### config.mk
export PLATFORM = sky130hd
export DESIGN_NAME = brf_cmd_queue
export DESIGN_NICKNAME = d
export VERILOG_FILES = /design/src/hdl/brf_pkg.sv /design/src/hdl/brf_cmd_queue.sv
export SDC_FILE = /design/constraint.sdc
export NUM_CORES = 1
export LEC_CHECK = 0
export ABC_AREA = 1
export BUFFER_PORTS_ARGS = -buffer_cell sky130_fd_sc_hd__buf_2
export CORE_UTILIZATION = 47
export CTS_CLUSTER_DIAMETER = 100
export DETAILED_ROUTE_END_ITERATION = 8
export PLACE_DENSITY = 0.75
export SETUP_SLACK_MARGIN = 0.02
export SYNTH_ARGS = -nofsm -noshare
export SYNTH_HDL_FRONTEND = slang
export SYNTH_SLANG_ARGS = --single-unit
### constraint.sdc
create_clock -name clk -period 4.7 [get_ports clk]
set_input_delay 1.175 -clock clk [delete_from_list [all_inputs] [get_ports clk]]
set_output_delay 1.175 -clock clk [all_outputs]
set_load 0.02 [all_outputs]
### src/hdl/brf_pkg.sv
// Package: shared constants, codes and command types of the byte ring FIFO.
`timescale 1ns / 1ps
`default_nettype none
package brf_pkg;

  localparam int STORE_DEPTH    = 1024;
  localparam int MAX_READ_BURST = 64;
  localparam int PTR_W          = $clog2(STORE_DEPTH);
  localparam int CNT_W          = 11;
  localparam int QUEUE_DEPTH    = 2;
  localparam int QPTR_W         = $clog2(QUEUE_DEPTH);

  typedef enum logic [1:0] {
    OP_WRITE = 2'd0,
    OP_READ  = 2'd1,
    OP_DRAIN = 2'd2,
    OP_CLEAR = 2'd3
  } op_t;

  typedef enum logic [1:0] {
    CMD_WRITE,
    CMD_READ,
    CMD_REPORT
  } cmd_kind_t;

  typedef enum logic [1:0] {
    BK_IDLE,
    BK_EMIT,
    BK_RD_WAIT,
    BK_RD_EMIT
  } bk_state_t;

  typedef struct packed {
    cmd_kind_t        kind;
    logic [7:0]       data;
    logic [PTR_W-1:0] addr;
    logic [CNT_W-1:0] moved;
    logic [CNT_W-1:0] cap;
    logic [CNT_W-1:0] fill;
    logic [CNT_W-1:0] free;
    logic             full;
  } cmd_t;

endpackage
`default_nettype wire

### src/hdl/brf_cmd_queue.sv
// Command queue between front end and back end.
`timescale 1ns / 1ps
`default_nettype none
module brf_cmd_queue (
  input  wire logic          clk,
  input  wire logic          rst_n,
  input  wire logic          push,
  input  wire brf_pkg::cmd_t push_cmd,
  output logic               full,
  input  wire logic          pop,
  output logic               valid,
  output brf_pkg::cmd_t      pop_cmd
);

  brf_pkg::cmd_t              entry_r [brf_pkg::QUEUE_DEPTH];
  logic [brf_pkg::QPTR_W-1:0] wr_ptr_r, wr_ptr_nxt;
  logic [brf_pkg::QPTR_W-1:0] rd_ptr_r, rd_ptr_nxt;
  logic [brf_pkg::QPTR_W:0]   count_r, count_nxt;
  logic                       do_push, do_pop;

  assign full    = (count_r == (brf_pkg::QPTR_W+1)'(brf_pkg::QUEUE_DEPTH));
  assign valid   = (count_r != '0);
  assign pop_cmd = entry_r[rd_ptr_r];
  assign do_push = push && !full;
  assign do_pop  = pop && valid;

  always_comb begin
    wr_ptr_nxt = wr_ptr_r;
    rd_ptr_nxt = rd_ptr_r;
    count_nxt  = count_r;
    if (do_push) begin
      wr_ptr_nxt = (wr_ptr_r == brf_pkg::QPTR_W'(brf_pkg::QUEUE_DEPTH - 1)) ? '0
                   : wr_ptr_r + brf_pkg::QPTR_W'(1);
    end
    if (do_pop) begin
      rd_ptr_nxt = (rd_ptr_r == brf_pkg::QPTR_W'(brf_pkg::QUEUE_DEPTH - 1)) ? '0
                   : rd_ptr_r + brf_pkg::QPTR_W'(1);
    end
    if (do_push && !do_pop) begin
      count_nxt = count_r + (brf_pkg::QPTR_W+1)'(1);
    end else if (do_pop && !do_push) begin
      count_nxt = count_r - (brf_pkg::QPTR_W+1)'(1);
    end
  end

  always_ff @(posedge clk) begin
    if (do_push) begin
      entry_r[wr_ptr_r] <= push_cmd;
    end
  end

  always_ff @(posedge clk) begin
    if (!rst_n) begin
      wr_ptr_r <= '0;
      rd_ptr_r <= '0;
      count_r  <= '0;
    end else begin
      wr_ptr_r <= wr_ptr_nxt;
      rd_ptr_r <= rd_ptr_nxt;
      count_r  <= count_nxt;
    end
  end

endmodule
`default_nettype wire

==> results.md <==
- Post-cts sizing count: 0
- Core area: 0.01046 mm^2
- Arr. time, crit path: 2.24 ns
- CP max FO: 65
- Share of layout cells above drive strength 1: 58.10%
- Die X: 106.6 um
- Via density: 4.778
- Cell breakdown of the critical path: mux2_2 > buf_2
- Ant diodes: 0
- Syn_area_per_cell: 21.51 um^2
- Height of the die: 106.6 um
- Post-synth top flop: edfxtp_1
- Tmin final: 3.413 ns
- Slew headroom: 24.23%
- Post-synth top cells: 130 x edfxtp_1, 50 x mux2_4, 15 x mux2_2
- Cell with the most instances after synthesis: edfxtp_1
- Multi-input gate area: 0.001050 mm^2
- RePlAce Congestion: 0.6660
- Wirelength, routed: 8424 um
- Top post-synthesis cells by area: edfxtp_1 76%, mux2_4 15%, mux2_2 3.3%
- Critical path capture point type: primary output
- Comb pwr share: 23.1%
- Clock root cell: clkbuf_8
- Post-CTS Setup Repair Bufs: 0
- Clk sinks: 135
- CTS tree: built
- Worst vdd ir: 0.0002975 V
- Dpl ws: 1.786 ns
- Initial antenna violation count: 0
- Hold buffer count at cts: 0
- Vias in the first global route: 2655
- Seq/Total Area, Yosys: 77.88%
- Minimum setup slack in the final design: 1.287 ns
- Worst min path class: reg2reg
- Max-cap viol count: 0
- IO buf count: 135
- Leading area contributor after synthesis: edfxtp_1
- Final setup viols: 0
- Crit start category: flop
- Post-synth ARST share: 0%
- Worst slew pin tran: 1.136 ns
- Final hold violation count: 0
- Largest net degree at the start of global routing: 66
- Yosys warning count: 0
- Power share of the clock group: 33.4%
- Effective utilization at floorplan: 49.14%
- Starting DRC count in detailed routing: 119
- DR pass1 iterations: 4
- Final setup TNS: 0 ns
- First-pass GRT wire length: 13080 um
- Syn nets: 309
- DIE AREA: 0.01136 mm^2
- Sequential Area: 0.004008 mm^2
- Final period util: 72.61%
- GRT Residual Overflow: 0
- Nets@finish: 458
- Sw Pwr: 1.040 mW
- Max-slew violation count: 0
- Critical path's slowest cell: dfxtp_4
- Antenna Nets Post-Route: 0
- CTS Buf Count: 17
- Post-synth EDFFs: 130
- I/O Pins: 136
- H-tree Lvls: 4
- Syn-to-layout area delta: 27.31%
- Maximum buffer depth of the clock tree: 2
- Post-synthesis instance total: 239
- Critical path class: reg2out
- Hpwl dp: 5444 um
- Residual DRC: 0
- CP peak stage delay: 1.10 ns
- Yosys reg bits: 135
- Drt wl/cell: 15.69 um
- Site row count: 37
- Yosys cell types: 16
- Seq pwr share: 43.5%
- Clock Pin Slew Worst Setup and Hold Paths: 0.06 ns
- Layout fillers: 766
- RSZ-0062 raised after global routing: false
- Hold Worst Slack: 0.5067 ns
- Clock Skews: 0.006541 ns
- Leak Pwr: 2.586 nW
- Sw Ratio: 27.42%
- Top cell type's share of synthesized area: 75.93%
- Insertion delay of the later-clocked pin in the worst-skew pair: 0.51 ns
- Post-Route Utilization: 62.56%
- Status: finished clean
- Required @ worst endpoint: 3.52 ns
- Maximum clock rate: 0.2930 GHz
- Via total after detailed routing: 2566
- P per Cell Area: 579.7 mW/mm^2
- Synthesized area: 0.005141 mm^2
- Int Pwr: 2.754 mW
- GRT Total Usage: 15.64%
## final timing paths
kind              startpoint             end  slack, ns  cells after the start
setup reg to reg  count_r[1]  entry_r[1][27]       2.72                      4
hold reg to reg     rd_ptr_r            flop       0.51                      2
hold / removal      rd_ptr_r            flop       0.51                      2
setup / recovery        flop     pop_cmd[49]       1.29                      2
## power by group through the flow
stage / clock network, mW / registers [mW] / logic [mW]
2_1_floorplan: 0 / 1.60 / 0.711
3_3_place_gp: 0 / 1.67 / 0.873
3_5_place_dp: 0 / 1.68 / 0.890
4_1_cts: 1.30 / 1.66 / 0.892
5_1_grt: 1.35 / 1.67 / 0.940
6_report: 1.27 / 1.65 / 0.878
## cell families after synthesis
kind of cell / share of synthesized area [%]
AND/OR/NAND/NOR: 1.387
adder cells (fa/ha/maj): 0.2433
buffers and inverters: 1.995
flip-flops: 77.88
AO/OA/AOI/OAI: 0.6084
multiplexers: 17.89
## metal layers
metal	global-route usage, %	vias up	wire, um
met3	5.410	12	565
met5	0	-	0
met1	19.25	1236	3548
li1	-	1222	-
met4	7.339	0	118
met2	24.84	96	4192
## sequential cells by signal, summed over array words and instances, names as in the netlist, named ones only
signal	count
entry_r	130
count_r	2
rd_ptr_r	1
wr_ptr_r	1
## cells in the final DEF, fill, tap and decap left out
master / count
o21ai_0: 2
clkbuf_8: 2
nand4_1: 1
clkbuf_16: 16
clkinvlp_4: 2
inv_1: 8
edfxtp_1: 130
ha_1: 1
mux2_2: 15
nand3_1: 1
a21oi_1: 1
nor2_4: 2
o21ai_2: 1
buf_2: 135
nor2_1: 7
dfxtp_1: 4
clkinv_2: 4
buf_12: 2
o21a_1: 1
nand2_1: 7
dfxtp_4: 1
clkbuf_1: 5
bufinv_16: 3
mux2_4: 50
## final cells by class
type / count / share of cell area [%]
multi-input cells: 89 / 16.04
repair buffers: 137 / 10.93
well taps: 136 / 2.600
inverters: 8 / 0.4588
flip-flops and latches: 135 / 61.23
clock inverters: 9 / 1.912
clock buffers: 23 / 6.825
## worst max-delay path, delay by kind of cell, from the launching register on
kind	cells	cell delay [ns]
flip-flops	1	1.10
multiplexers	1	0.43
buffers and inverters	1	0.16
## stage by stage
stage / instance area, um^2 / total power [mW] / instances
after floorplan: 5141 / 2.308 / 239
after global placement: 5973 / 2.541 / 505
after detailed placement: 5973 / 2.568 / 505
after CTS: 6545 / 3.845 / 537
after global routing: 6545 / 3.963 / 537
final: 6545 / 3.794 / 537
Note: power is estimated with default switching activity, not from simulation.
