`config.mk`:
```
export PLATFORM = sky130hd
export DESIGN_NAME = brf_front_flat
export DESIGN_NICKNAME = d
export VERILOG_FILES = /design/src/hdl/brf_pkg.sv /design/src/hdl/brf_ifs.sv /design/src/hdl/brf_front.sv /design/src/flat_wrapper.sv
export SDC_FILE = /design/constraint.sdc
export NUM_CORES = 1
export LEC_CHECK = 0
export ABC_CLOCK_PERIOD_IN_PS = 5500
export BUFFER_PORTS_ARGS = -buffer_cell sky130_fd_sc_hd__buf_2
export CORE_MARGIN = 10
export CORE_UTILIZATION = 35
export CTS_CLUSTER_SIZE = 16
export DETAILED_ROUTE_END_ITERATION = 6
export GPL_TIMING_DRIVEN = 0
export SYNTH_ARGS = -nofsm -noshare
export SYNTH_HDL_FRONTEND = slang
export SYNTH_SLANG_ARGS = --single-unit
```
`constraint.sdc`:
```
create_clock -name clk -period 5.5 [get_ports clk]
set_input_delay 0 -clock clk [delete_from_list [all_inputs] [get_ports clk]]
set_output_delay 0 -clock clk [all_outputs]
set_load 0.1 [all_outputs]
```
`src/hdl/brf_pkg.sv`:
```
// Package: shared constants, codes and command types of the byte ring FIFO.
`timescale 1ns / 1ps
`default_nettype none
package brf_pkg;

  localparam int STORE_DEPTH    = 1024;
  localparam int MAX_READ_BURST = 64;
  localparam int PTR_W          = $clog2(STORE_DEPTH);
  localparam int CNT_W          = 11;
  localparam int QUEUE_DEPTH    = 2;
  localparam int QPTR_W         = $clog2(QUEUE_DEPTH);

  typedef enum logic [1:0] {
    OP_WRITE = 2'd0,
    OP_READ  = 2'd1,
    OP_DRAIN = 2'd2,
    OP_CLEAR = 2'd3
  } op_t;

  typedef enum logic [1:0] {
    CMD_WRITE,
    CMD_READ,
    CMD_REPORT
  } cmd_kind_t;

  typedef enum logic [1:0] {
    BK_IDLE,
    BK_EMIT,
    BK_RD_WAIT,
    BK_RD_EMIT
  } bk_state_t;

  typedef struct packed {
    cmd_kind_t        kind;
    logic [7:0]       data;
    logic [PTR_W-1:0] addr;
    logic [CNT_W-1:0] moved;
    logic [CNT_W-1:0] cap;
    logic [CNT_W-1:0] fill;
    logic [CNT_W-1:0] free;
    logic             full;
  } cmd_t;

endpackage
`default_nettype wire

```
`src/hdl/brf_ifs.sv`:
```
// Interfaces: request, result and configuration channels.
`timescale 1ns / 1ps
`default_nettype none
interface brf_in_if;
  logic        valid;
  logic        ready;
  logic [1:0]  operation;
  logic [7:0]  write_byte;
  logic [10:0] byte_count;
  modport source (output valid, operation, write_byte, byte_count, input ready);
  modport sink   (input valid, operation, write_byte, byte_count, output ready);
endinterface


interface brf_cfg_if;
  logic        valid;
  logic        ready;
  logic [10:0] capacity_in_use;
  modport source (output valid, capacity_in_use, input ready);
  modport sink   (input valid, capacity_in_use, output ready);
endinterface
`default_nettype wire

```
`src/hdl/brf_front.sv`:
```
// Front end: accepts requests, tracks pointers and fill, issues commands.
`timescale 1ns / 1ps
`default_nettype none
module brf_front (
  input  wire logic      clk,
  input  wire logic      rst_n,
  brf_in_if.sink         in_ch,
  brf_cfg_if.sink        cfg_ch,
  input  wire logic      q_full,
  output logic           q_push,
  output brf_pkg::cmd_t  q_cmd
);

  logic [brf_pkg::CNT_W-1:0] cap_r, cap_nxt;
  logic [brf_pkg::CNT_W-1:0] fill_r, fill_nxt;
  logic [brf_pkg::PTR_W-1:0] rp_r, rp_nxt;
  logic [brf_pkg::PTR_W-1:0] wp_r, wp_nxt;

  logic                      accept;
  logic [brf_pkg::CNT_W-1:0] cap_eff;
  logic [brf_pkg::CNT_W-1:0] clip_fill;
  logic [brf_pkg::CNT_W-1:0] n_move;
  logic [brf_pkg::CNT_W-1:0] wp_inc;
  logic [brf_pkg::CNT_W:0]   rp_sum;
  logic [brf_pkg::CNT_W:0]   rp_wrap;
  brf_pkg::op_t              op;

  assign in_ch.ready  = !q_full && !cfg_ch.valid;
  assign cfg_ch.ready = 1'b1;
  assign accept       = in_ch.valid && in_ch.ready;
  assign op           = brf_pkg::op_t'(in_ch.operation);

  always_comb begin
    if (cap_r == '0) begin
      cap_eff = brf_pkg::CNT_W'(1);
    end else if (cap_r > brf_pkg::CNT_W'(brf_pkg::STORE_DEPTH)) begin
      cap_eff = brf_pkg::CNT_W'(brf_pkg::STORE_DEPTH);
    end else begin
      cap_eff = cap_r;
    end
  end

  always_comb begin
    clip_fill = (in_ch.byte_count < fill_r) ? in_ch.byte_count : fill_r;
    if (op == brf_pkg::OP_READ && clip_fill > brf_pkg::CNT_W'(brf_pkg::MAX_READ_BURST)) begin
      n_move = brf_pkg::CNT_W'(brf_pkg::MAX_READ_BURST);
    end else begin
      n_move = clip_fill;
    end
    wp_inc  = brf_pkg::CNT_W'(wp_r) + brf_pkg::CNT_W'(1);
    rp_sum  = {1'b0, brf_pkg::CNT_W'(rp_r)} + {1'b0, n_move};
    rp_wrap = (rp_sum >= {1'b0, cap_eff}) ? (rp_sum - {1'b0, cap_eff}) : rp_sum;
  end

  always_comb begin
    cap_nxt  = cap_r;
    fill_nxt = fill_r;
    rp_nxt   = rp_r;
    wp_nxt   = wp_r;
    q_cmd.kind  = brf_pkg::CMD_REPORT;
    q_cmd.data  = in_ch.write_byte;
    q_cmd.addr  = rp_r;
    q_cmd.moved = '0;
    q_cmd.cap   = cap_eff;
    if (cfg_ch.valid) begin
      cap_nxt  = cfg_ch.capacity_in_use;
      fill_nxt = '0;
      rp_nxt   = '0;
      wp_nxt   = '0;
    end else if (accept) begin
      case (op)
        brf_pkg::OP_WRITE: begin
          if (fill_r < cap_eff) begin
            q_cmd.kind  = brf_pkg::CMD_WRITE;
            q_cmd.addr  = wp_r;
            q_cmd.moved = brf_pkg::CNT_W'(1);
            fill_nxt    = fill_r + brf_pkg::CNT_W'(1);
            wp_nxt      = (wp_inc == cap_eff) ? '0 : wp_inc[brf_pkg::PTR_W-1:0];
          end
        end
        brf_pkg::OP_READ, brf_pkg::OP_DRAIN: begin
          if (op == brf_pkg::OP_READ && n_move != '0) begin
            q_cmd.kind = brf_pkg::CMD_READ;
          end
          q_cmd.moved = n_move;
          fill_nxt    = fill_r - n_move;
          rp_nxt      = rp_wrap[brf_pkg::PTR_W-1:0];
        end
        brf_pkg::OP_CLEAR: begin
          fill_nxt = '0;
          rp_nxt   = '0;
          wp_nxt   = '0;
        end
        default: begin
          fill_nxt = fill_r;
        end
      endcase
    end
    q_cmd.fill = fill_nxt;
    q_cmd.free = cap_eff - fill_nxt;
    q_cmd.full = (fill_nxt == cap_eff);
  end

  assign q_push = accept && !cfg_ch.valid;

  always_ff @(posedge clk) begin
    if (!rst_n) begin
      cap_r  <= brf_pkg::CNT_W'(brf_pkg::STORE_DEPTH);
      fill_r <= '0;
      rp_r   <= '0;
      wp_r   <= '0;
    end else begin
      cap_r  <= cap_nxt;
      fill_r <= fill_nxt;
      rp_r   <= rp_nxt;
      wp_r   <= wp_nxt;
    end
  end

endmodule
`default_nettype wire

```
`src/flat_wrapper.sv`:
```
// flat-port wrapper written by rule: the top's interface ports become plain ports
module brf_front_flat 
  (clk, rst_n, q_full, q_push, q_cmd, in_ch_valid, in_ch_operation, in_ch_write_byte, in_ch_byte_count, in_ch_ready, cfg_ch_valid, cfg_ch_capacity_in_use, cfg_ch_ready);
  brf_in_if in_ch_i ();
  brf_cfg_if cfg_ch_i ();
  input  wire logic clk;
  input  wire logic rst_n;
  input  wire logic q_full;
  output logic q_push;
  output brf_pkg::cmd_t q_cmd;
  input wire logic [$bits(in_ch_i.valid)-1:0] in_ch_valid;
  input wire logic [$bits(in_ch_i.operation)-1:0] in_ch_operation;
  input wire logic [$bits(in_ch_i.write_byte)-1:0] in_ch_write_byte;
  input wire logic [$bits(in_ch_i.byte_count)-1:0] in_ch_byte_count;
  output wire logic [$bits(in_ch_i.ready)-1:0] in_ch_ready;
  input wire logic [$bits(cfg_ch_i.valid)-1:0] cfg_ch_valid;
  input wire logic [$bits(cfg_ch_i.capacity_in_use)-1:0] cfg_ch_capacity_in_use;
  output wire logic [$bits(cfg_ch_i.ready)-1:0] cfg_ch_ready;
  assign in_ch_i.valid = in_ch_valid;
  assign in_ch_i.operation = in_ch_operation;
  assign in_ch_i.write_byte = in_ch_write_byte;
  assign in_ch_i.byte_count = in_ch_byte_count;
  assign in_ch_ready = in_ch_i.ready;
  assign cfg_ch_i.valid = cfg_ch_valid;
  assign cfg_ch_i.capacity_in_use = cfg_ch_capacity_in_use;
  assign cfg_ch_ready = cfg_ch_i.ready;
  brf_front u_core (.clk(clk), .rst_n(rst_n), .in_ch(in_ch_i), .cfg_ch(cfg_ch_i), .q_full(q_full), .q_push(q_push), .q_cmd(q_cmd));
endmodule
```
==> results of run 1 <==
## synthesized netlist by cell type (7+ instances only)
| library cell | n | area share |
|---|---|---|
| a21boi_0 | 7 | 0.0099 |
| nand2b_1 | 8 | 0.0094 |
| clkbuf_1 | 8 | 0.0056 |
| nand3_1 | 7 | 0.0066 |
| nor2b_1 | 25 | 0.029 |
| a21o_1 | 18 | 0.025 |
| a21oi_1 | 38 | 0.036 |
| or2_2 | 9 | 0.011 |
| nand2_1 | 61 | 0.043 |
| xnor2_1 | 27 | 0.044 |
| xor2_1 | 17 | 0.028 |
| o21ai_0 | 49 | 0.046 |
| mux2i_1 | 25 | 0.047 |
| nor3_1 | 9 | 0.0084 |
| inv_1 | 71 | 0.050 |
| and2_1 | 8 | 0.0094 |
| buf_4 | 12 | 0.017 |
| mux2_2 | 11 | 0.023 |
| ha_1 | 67 | 0.16 |
| o31ai_1 | 7 | 0.0099 |
| nand4_1 | 14 | 0.016 |
| nor2_1 | 69 | 0.049 |
| dfxtp_1 | 42 | 0.16 |
## power breakdown
group          switching (mW)  internal [mW]
Clock                   0.128          0.197
Sequential             0.0102          0.309
Combinational           0.602          0.328
Total                   0.740          0.833
## sequential cells by signal (all words and copies together), names as in the netlist
signal / flops
u_core.wp_r: 10
u_core.cap_r: 11
u_core.fill_r: 11
u_core.rp_r: 10
## stage by stage
stage / setup WS [ns] / instance area [sq um] / instances
finish: 0.167 / 7230 / 1051
global route: -0.0724 / 7230 / 1051
CTS: 0.000949 / 6830 / 1029
detailed placement: -0.916 / 6250 / 996
global placement: -0.915 / 6250 / 996
floorplan: -0.163 / 5550 / 714
## cells by family (layout without fill, tap and decap cells)
group           count (synthesis)  count (layout)  synth area share
simple gates                  244             244             0.229
xor+xnor                       44              44            0.0722
compound gates                178             178             0.219
flops                          42              42             0.158
buf+inv                        98             247            0.0784
other cells                     1               1          0.000703
mux                            36              36            0.0701
fa+ha+maj                      71              71             0.172
## path summary, 6_finish.rpt
kind                    start                to  slack (ns)  cells past startpoint
min                     rst_n  u_core.fill_r[9]        0.03                      2
max          u_core.fill_r[8]         q_cmd[10]        0.17                     24
max reg2reg  u_core.fill_r[8]    u_core.rp_r[0]        0.25                     24
min reg2reg    u_core.rp_r[2]    u_core.rp_r[2]        0.50                      2
## repair_timing
item | in CTS | in global routing
gates resized for setup | 56 | 45
pin swaps | 20 | 32
setup buffers | 14 | 20
hold buffers | 11 | 0
gates cloned | 0 | 2
setup endpoints to repair | 17 | 16
hold endpoints to repair | 11 | 0
## routing by layer
metal	up-vias	global-route usage	part of all wire
met5	-	0	0
met4	0	0.0559	0.031
met3	37	0.0350	0.062
met2	197	0.272	0.44
li1	2811	-	-
met1	2609	0.236	0.47
## area by class of cell
class                   count  area, sq um  share of cell area
plain buffers              26          175              0.0242
clock buffers               6          150              0.0208
clock inverters             2         13.8             0.00190
inverters                  72          282              0.0390
multi-input cells         574         4590               0.636
flip-flops and latches     42          878               0.122
well taps                 188          235              0.0326
repair buffers            141          898               0.124
==> results.cfg, run 1 <==
[run_status]
status = finished, final reports clean

[synth]
synth_nets = 822
ys_ff_latch = 42
async_flop_share = 0
ys_types = 74
synthFlopType = dfxtp_1
synth_edf_count = 0
syn_area_sq_um = 5330
avgSynthCellArea_sq_um = 7.47
ys_seq_area_frac = 0.158
yosys_warnings = 0
synthCells = 714

[power_and_ir_drop]
p_leak_nw = 3.38
p_per_area_nw_per_um2 = 218
ir_drop_mv = 0.186
finalPower_mw = 1.57

[route]
wl_per_cell_um = 17.8
ant_nets = 0
wirelength_um = 18700
drcViolationCount = 0
drtIter0Drc = 319
drtPass1Iterations = 5
viasPerCell = 5.38
vias = 5654

[placement]
place_congestion = 0.923
port-buffer-count = 94
dp_hpwl_um = 14600

[cells_and_area]
diodes = 0
postLayoutCoreUtil = 0.479
drive_gt1_frac = 0.326
nets = 970
fillerInstances = 1502
layout_commonest_cell = buf_2
syn_to_final_growth_pct = 35.5
layout_common_cells = buf_2, nor2_1, inv_1, nand2_1, ha_1

[timing]
fmax_mhz = 187
worst_pin_slew_ns = 0.728
final_max_slew_viol_count = 0
tns_ns = 0
min_period_ns = 5.33
finalSetupViolCount = 0
skew_ns = 0.00639
hold_viol = 0
max_slew_margin = 0.513
fin_crit_sh = 0.970
hold_slack_ns = 0.0281

[critical_path]
critPathTopFamily = compound AO/OA/AOI/OAI gates
cp-end-kind = output port
crit_type = flop to output port
start_kind = flop
slowest_stage = or4b_4
crit_buf_inv = 2
critPathMaxStageDelay_ns = 0.50
crit_chain = inv_6 > ha_4 > a21o_1 > a21o_1 > a21o_1 > a21o_2 > o211a_4 > or2_2 > ha_1 > o21ai_2 > nand2_1 > nor2_2 > o31ai_4 > a21oi_2 > a2bb2oi_4 > ha_4 > a21boi_0 > o21ai_2 > a21boi_2 > o21ai_2 > a21boi_2 > or4b_4 > o2111ai_4 > buf_12
worstPathMaxFanout = 10
critPathRequiredTime_ns = 5.50
arrival_ns = 5.33

[clocking]
cts_buffer_depth = 2
path_clk_slew_ns = 0.06
cts.sinks = 42
cts_buffers = 5
cts_max_level = 2
clock-root-buffer = clkbuf_16
tritoncts = built
clock_latency_ns = 0.29

[floorplan]
core_sq_um = 15100
fp.dieW_um = 143
die_y_um = 143
initial_utilization = 0.353
boundaryPins = 105
dieArea_sq_um = 20600
rows = 45

[global_routing]
antenna_found_initial = 0
track_usage = 0.175
grt_pass1_wl_um = 28800
grt_max_degree = 15
grt_pass1_vias = 5437
grt-ovfl-total = 0

[min_path]
holdCritPathClass = input pin to flop

[run]
cap_viol_max_count = 0
Note: power is estimated with default switching activity, not from simulation.
==> run 2: changes to the inputs <==
- CORE_MARGIN: 10 -> default
==> results.cfg, run 2 (synthesis results as in run 1) <==
[run_status]
status = finished, final reports clean

[timing]
hold_slack_ns = 0.0500
tns_ns = 0
final_max_slew_viol_count = 0
skew_ns = 0.0108
worst_pin_slew_ns = 0.753
grt_setup_unrepaired = yes
fmax_mhz = 185
fin_crit_sh = 0.983
worst_slack_ns = 0.0913
max_slew_margin = 0.496
hold_viol = 0
finalSetupViolCount = 0
min_period_ns = 5.41

[cells_and_area]
fillerInstances = 1442
layout_common_cells = buf_2, nor2_1, inv_1, nand2_1, buf_4
diodes = 0
syn_to_final_growth_pct = 37.2
layout_top_registers = u_core.cap_r: 11 flops, u_core.fill_r: 11 flops
nets = 979
fin_cells = 1056
multi_input_area_sq_um = 4630
layout_commonest_cell = buf_2
drive_gt1_frac = 0.337
final_cell_area_sq_um = 7320
seqCellArea_sq_um = 876
postLayoutCoreUtil = 0.498

[power_and_ir_drop]
ir_drop_mv = 0.243
finalPower_mw = 1.57
p_leak_nw = 3.43
p_per_area_nw_per_um2 = 215

[floorplan]
rows = 44
core_sq_um = 14700
initial_utilization = 0.363
boundaryPins = 105
dieArea_sq_um = 15700
die_y_um = 125
fp.dieW_um = 125

[clocking]
cts_buffers = 5
clock_latency_ns = 0.29
cts_max_level = 2
cts_buffer_depth = 2
cts.sinks = 42
clock-root-buffer = clkbuf_16
path_clk_slew_ns = 0.06
tritoncts = built

[placement]
dpl-instance-area_sq_um = 6250
dp_hpwl_um = 13700
post-place-ws_ns = -0.907
place_inst = 992
place_congestion = 0.905
port-buffer-count = 94

[critical_path]
crit_type = flop to output port
worstPathMaxFanout = 7
startpoint = u_core.fill_r[8]
ff2ff_path_depth = 26
cp-end-kind = output port
arrival_ns = 5.41
r2r-start = u_core.fill_r[8]
critPathRequiredTime_ns = 5.50
start_kind = flop

[global_routing]
grt-ovfl-total = 0
track_usage = 0.218
antenna_found_initial = 0
grt_pass1_vias = 5126
grt_pass1_wl_um = 27100
grt_max_degree = 14

[route]
ant_nets = 0
wl_per_cell_um = 17.1
drcViolationCount = 0
wirelength_um = 18100
drtPass1Iterations = 7
viasPerCell = 5.42
vias = 5719
drtIter0Drc = 367

[min_path]
holdCritPathClass = input pin to flop
hold_start = rst_n
hold_depth = 2

[run]
cap_viol_max_count = 0
run 2: cell count changes in the layout (fill, tap and decap cells not counted), moves of 2 or more:
| cell | delta |
|---|---|
| ha_4 | +4 |
| buf_4 | +9 |
| nand2_2 | +3 |
| nand2_1 | -3 |
| o31ai_2 | +2 |
| ha_1 | -2 |
| ha_2 | -2 |
run 2: metal layers:
layer  track usage  vias up  wire, um
met5             0        -         0
met2         0.357      205      8330
li1              -     2813         -
met3        0.0261       25      1020
met1         0.303     2676      8420
met4        0.0552        0       316
run 2: critical path, stage by stage (launching register included):
cell and delay, ns:
dfxtp_4 0.38, inv_6 0.05, ha_4 0.23, a21o_1 0.15
a21o_1 0.15, a21o_1 0.23, a21o_4 0.22, o211a_4 0.28
or2_4 0.30, ha_4 0.26, nor2b_1 0.16, o21ai_2 0.08
a21boi_2 0.21, o31ai_2 0.09, a21oi_1 0.21, a2bb2oi_2 0.32
ha_4 0.26, a21boi_2 0.17, o21ai_4 0.15, a21boi_2 0.09
o21ai_2 0.17, a21boi_2 0.09, or4b_4 0.53, o2111ai_4 0.13
buf_12 0.20
run 2: what timing repair did:
action	in CTS	in global routing
hold buffers	11	0
cloned	0	2
gates resized for setup	54	53
buffers inserted	13	30
endpoints found under the hold margin	11	0
pin swaps	19	43
endpoints found under the setup margin	17	15
run 2: power by group:
part	total (mW)	internal, mW	switching [mW]	leakage, nW
logic	0.930	0.330	0.600	3.01
clock network	0.324	0.196	0.128	0.0753
registers	0.320	0.309	0.0106	0.349
total	1.57	0.835	0.739	3.43
run 2: path summary, 6_finish.rpt:
check                           slack [ns]                to
worst max-delay path                  0.09         q_cmd[10]
worst min-delay path                  0.05  u_core.fill_r[9]
worst max register to register        0.24    u_core.rp_r[0]
worst min register to register        0.49    u_core.rp_r[1]
run 2: final cells by class:
class	instances	share of cell area
multi-input combinational	574	0.632
timing repair buffer	150	0.132
sequential	42	0.120
inverter	72	0.0381
tap	184	0.0315
buffer	26	0.0245
clock buffer	7	0.0210
clock inverter	1	0.00103
==> run 3: changes to the inputs <==
- CORE_UTILIZATION: 35 -> 52
- PLACE_DENSITY: default -> 0.79
==> results.cfg, run 3 (synthesis results as in run 1) <==
[route]
vias = 6126
drtPass1Iterations = 6
drcViolationCount = 0
viasPerCell = 6.08
ant_nets = 0
drtIter0Drc = 418
wl_per_cell_um = 18.5
wirelength_um = 18700

[placement]
dp_hpwl_um = 13200
port-buffer-count = 94
dpl-instance-area_sq_um = 6180
place_congestion = 0.951

[clocking]
path_clk_slew_ns = 0.07
clock_latency_ns = 0.31
cts.sinks = 42
tritoncts = built
clock-root-buffer = clkbuf_8
cts_buffers = 5
cts_max_level = 2
cts_buffer_depth = 2

[cells_and_area]
final_cell_area_sq_um = 7240
nets = 982
layout_top_registers = u_core.cap_r: 11 flops, u_core.fill_r: 11 flops
syn_to_final_growth_pct = 35.7
layout_common_cells = buf_2, nor2_1, nand2_1, buf_4, inv_1
drive_gt1_frac = 0.342
layout_commonest_cell = buf_2
diodes = 0

[timing]
min_period_ns = 5.53
finalSetupViolCount = 1
worst_slack_ns = -0.0316
hold_viol = 0
max_slew_margin = 0.465
grt_setup_unrepaired = yes
tns_ns = -0.0316
fmax_mhz = 181
skew_ns = 0.0116
fin_crit_sh = 1.01
final_max_slew_viol_count = 0
worst_pin_slew_ns = 0.799

[power_and_ir_drop]
p_leak_nw = 3.42
netSwitchingFraction = 0.503
pwr-share-comb = 0.649
seqPwrFrac = 0.214
internal-power_mw = 0.742
p_sw_mw = 0.750
p_per_area_nw_per_um2 = 206
clkPwrFrac = 0.137
ir_drop_mv = 0.266

[critical_path]
cp-end-kind = output port
ff2ff_path_depth = 26
worstPathMaxFanout = 8
critPathMaxStageDelay_ns = 0.56
critPathTopFamily = compound AO/OA/AOI/OAI gates
cp_num_cells = 25
start_kind = flop
critPathRequiredTime_ns = 5.50
crit_buf_inv = 3
arrival_ns = 5.53
crit_type = flop to output port
slowest_stage = fa_2

[global_routing]
track_usage = 0.327
grt_max_degree = 14
grt_pass1_wl_um = 26800
grt-ovfl-total = 0
antenna_found_initial = 0
grt_pass1_vias = 5452

[floorplan]
initial_utilization = 0.541
die_y_um = 103
core_sq_um = 9860
dieArea_sq_um = 10700
fp.dieW_um = 103
rows = 36
boundaryPins = 105

[run_status]
status = complete, but fails checks
violations = setup timing

[min_path]
holdCritPathClass = input pin to flop
hold_depth = 2

[run]
cap_viol_max_count = 0
-- run 3: power groups by stage --
stage	registers [mW]	clock network (mW)	logic (mW)
after floorplan	0.325	0	0.649
after global placement	0.329	0	0.766
after detailed placement	0.329	0	0.782
after CTS	0.321	0.207	0.849
after global routing	0.320	0.219	1.02
final	0.319	0.205	0.968
-- run 3: final timing paths --
check,startpoint,end,slack [ns]
max,u_core.fill_r[8],q_cmd[10],-0.03
max reg2reg,u_core.fill_r[8],u_core.rp_r[0],0.12
min,rst_n,u_core.fill_r[9],0.02
min reg2reg,u_core.rp_r[2],u_core.rp_r[2],0.51
-- run 3: area by class of cell --
cell class | instances | area (sq um)
fillers | 710 | 2630
multi-input cells | 574 | 4660
plain buffers | 26 | 179
repair buffers | 153 | 986
clock inverters | 2 | 13.8
inverters | 72 | 278
flip-flops and latches | 42 | 878
well taps | 133 | 166
clock buffers | 6 | 72.6
-- run 3: through the flow --
step           hold WS [ns]   util  std cells  power (mW)  setup slack [ns]
2_1_floorplan         0.126      -        714       0.974            -0.163
3_3_place_gp          0.236  0.627        941        1.09            -0.796
3_5_place_dp          0.238  0.627        941        1.11            -0.947
4_1_cts             0.00895  0.670        968        1.38           -0.0502
5_1_grt              0.0393  0.734       1008        1.56            -0.221
6_report             0.0239  0.734       1008        1.49           -0.0316
-- run 3: routing by layer --
| layer | vias up | global-route usage | part of all wire |
|---|---|---|---|
| met5 | - | 0 | 0 |
| met1 | 2871 | 0.412 | 0.40 |
| li1 | 2834 | - | - |
| met3 | 94 | 0.0457 | 0.076 |
| met2 | 327 | 0.566 | 0.48 |
| met4 | 0 | 0.126 | 0.050 |
-- run 3: timing repair --
| item | CTS | global route |
|---|---|---|
| setup endpoints to repair | 17 | 16 |
| hold buffers | 11 | 0 |
| endpoints found under the hold margin | 11 | 0 |
| resized for setup | 51 | 64 |
| cloned | 0 | 0 |
| setup buffers | 8 | 40 |
| pin swaps | 18 | 48 |
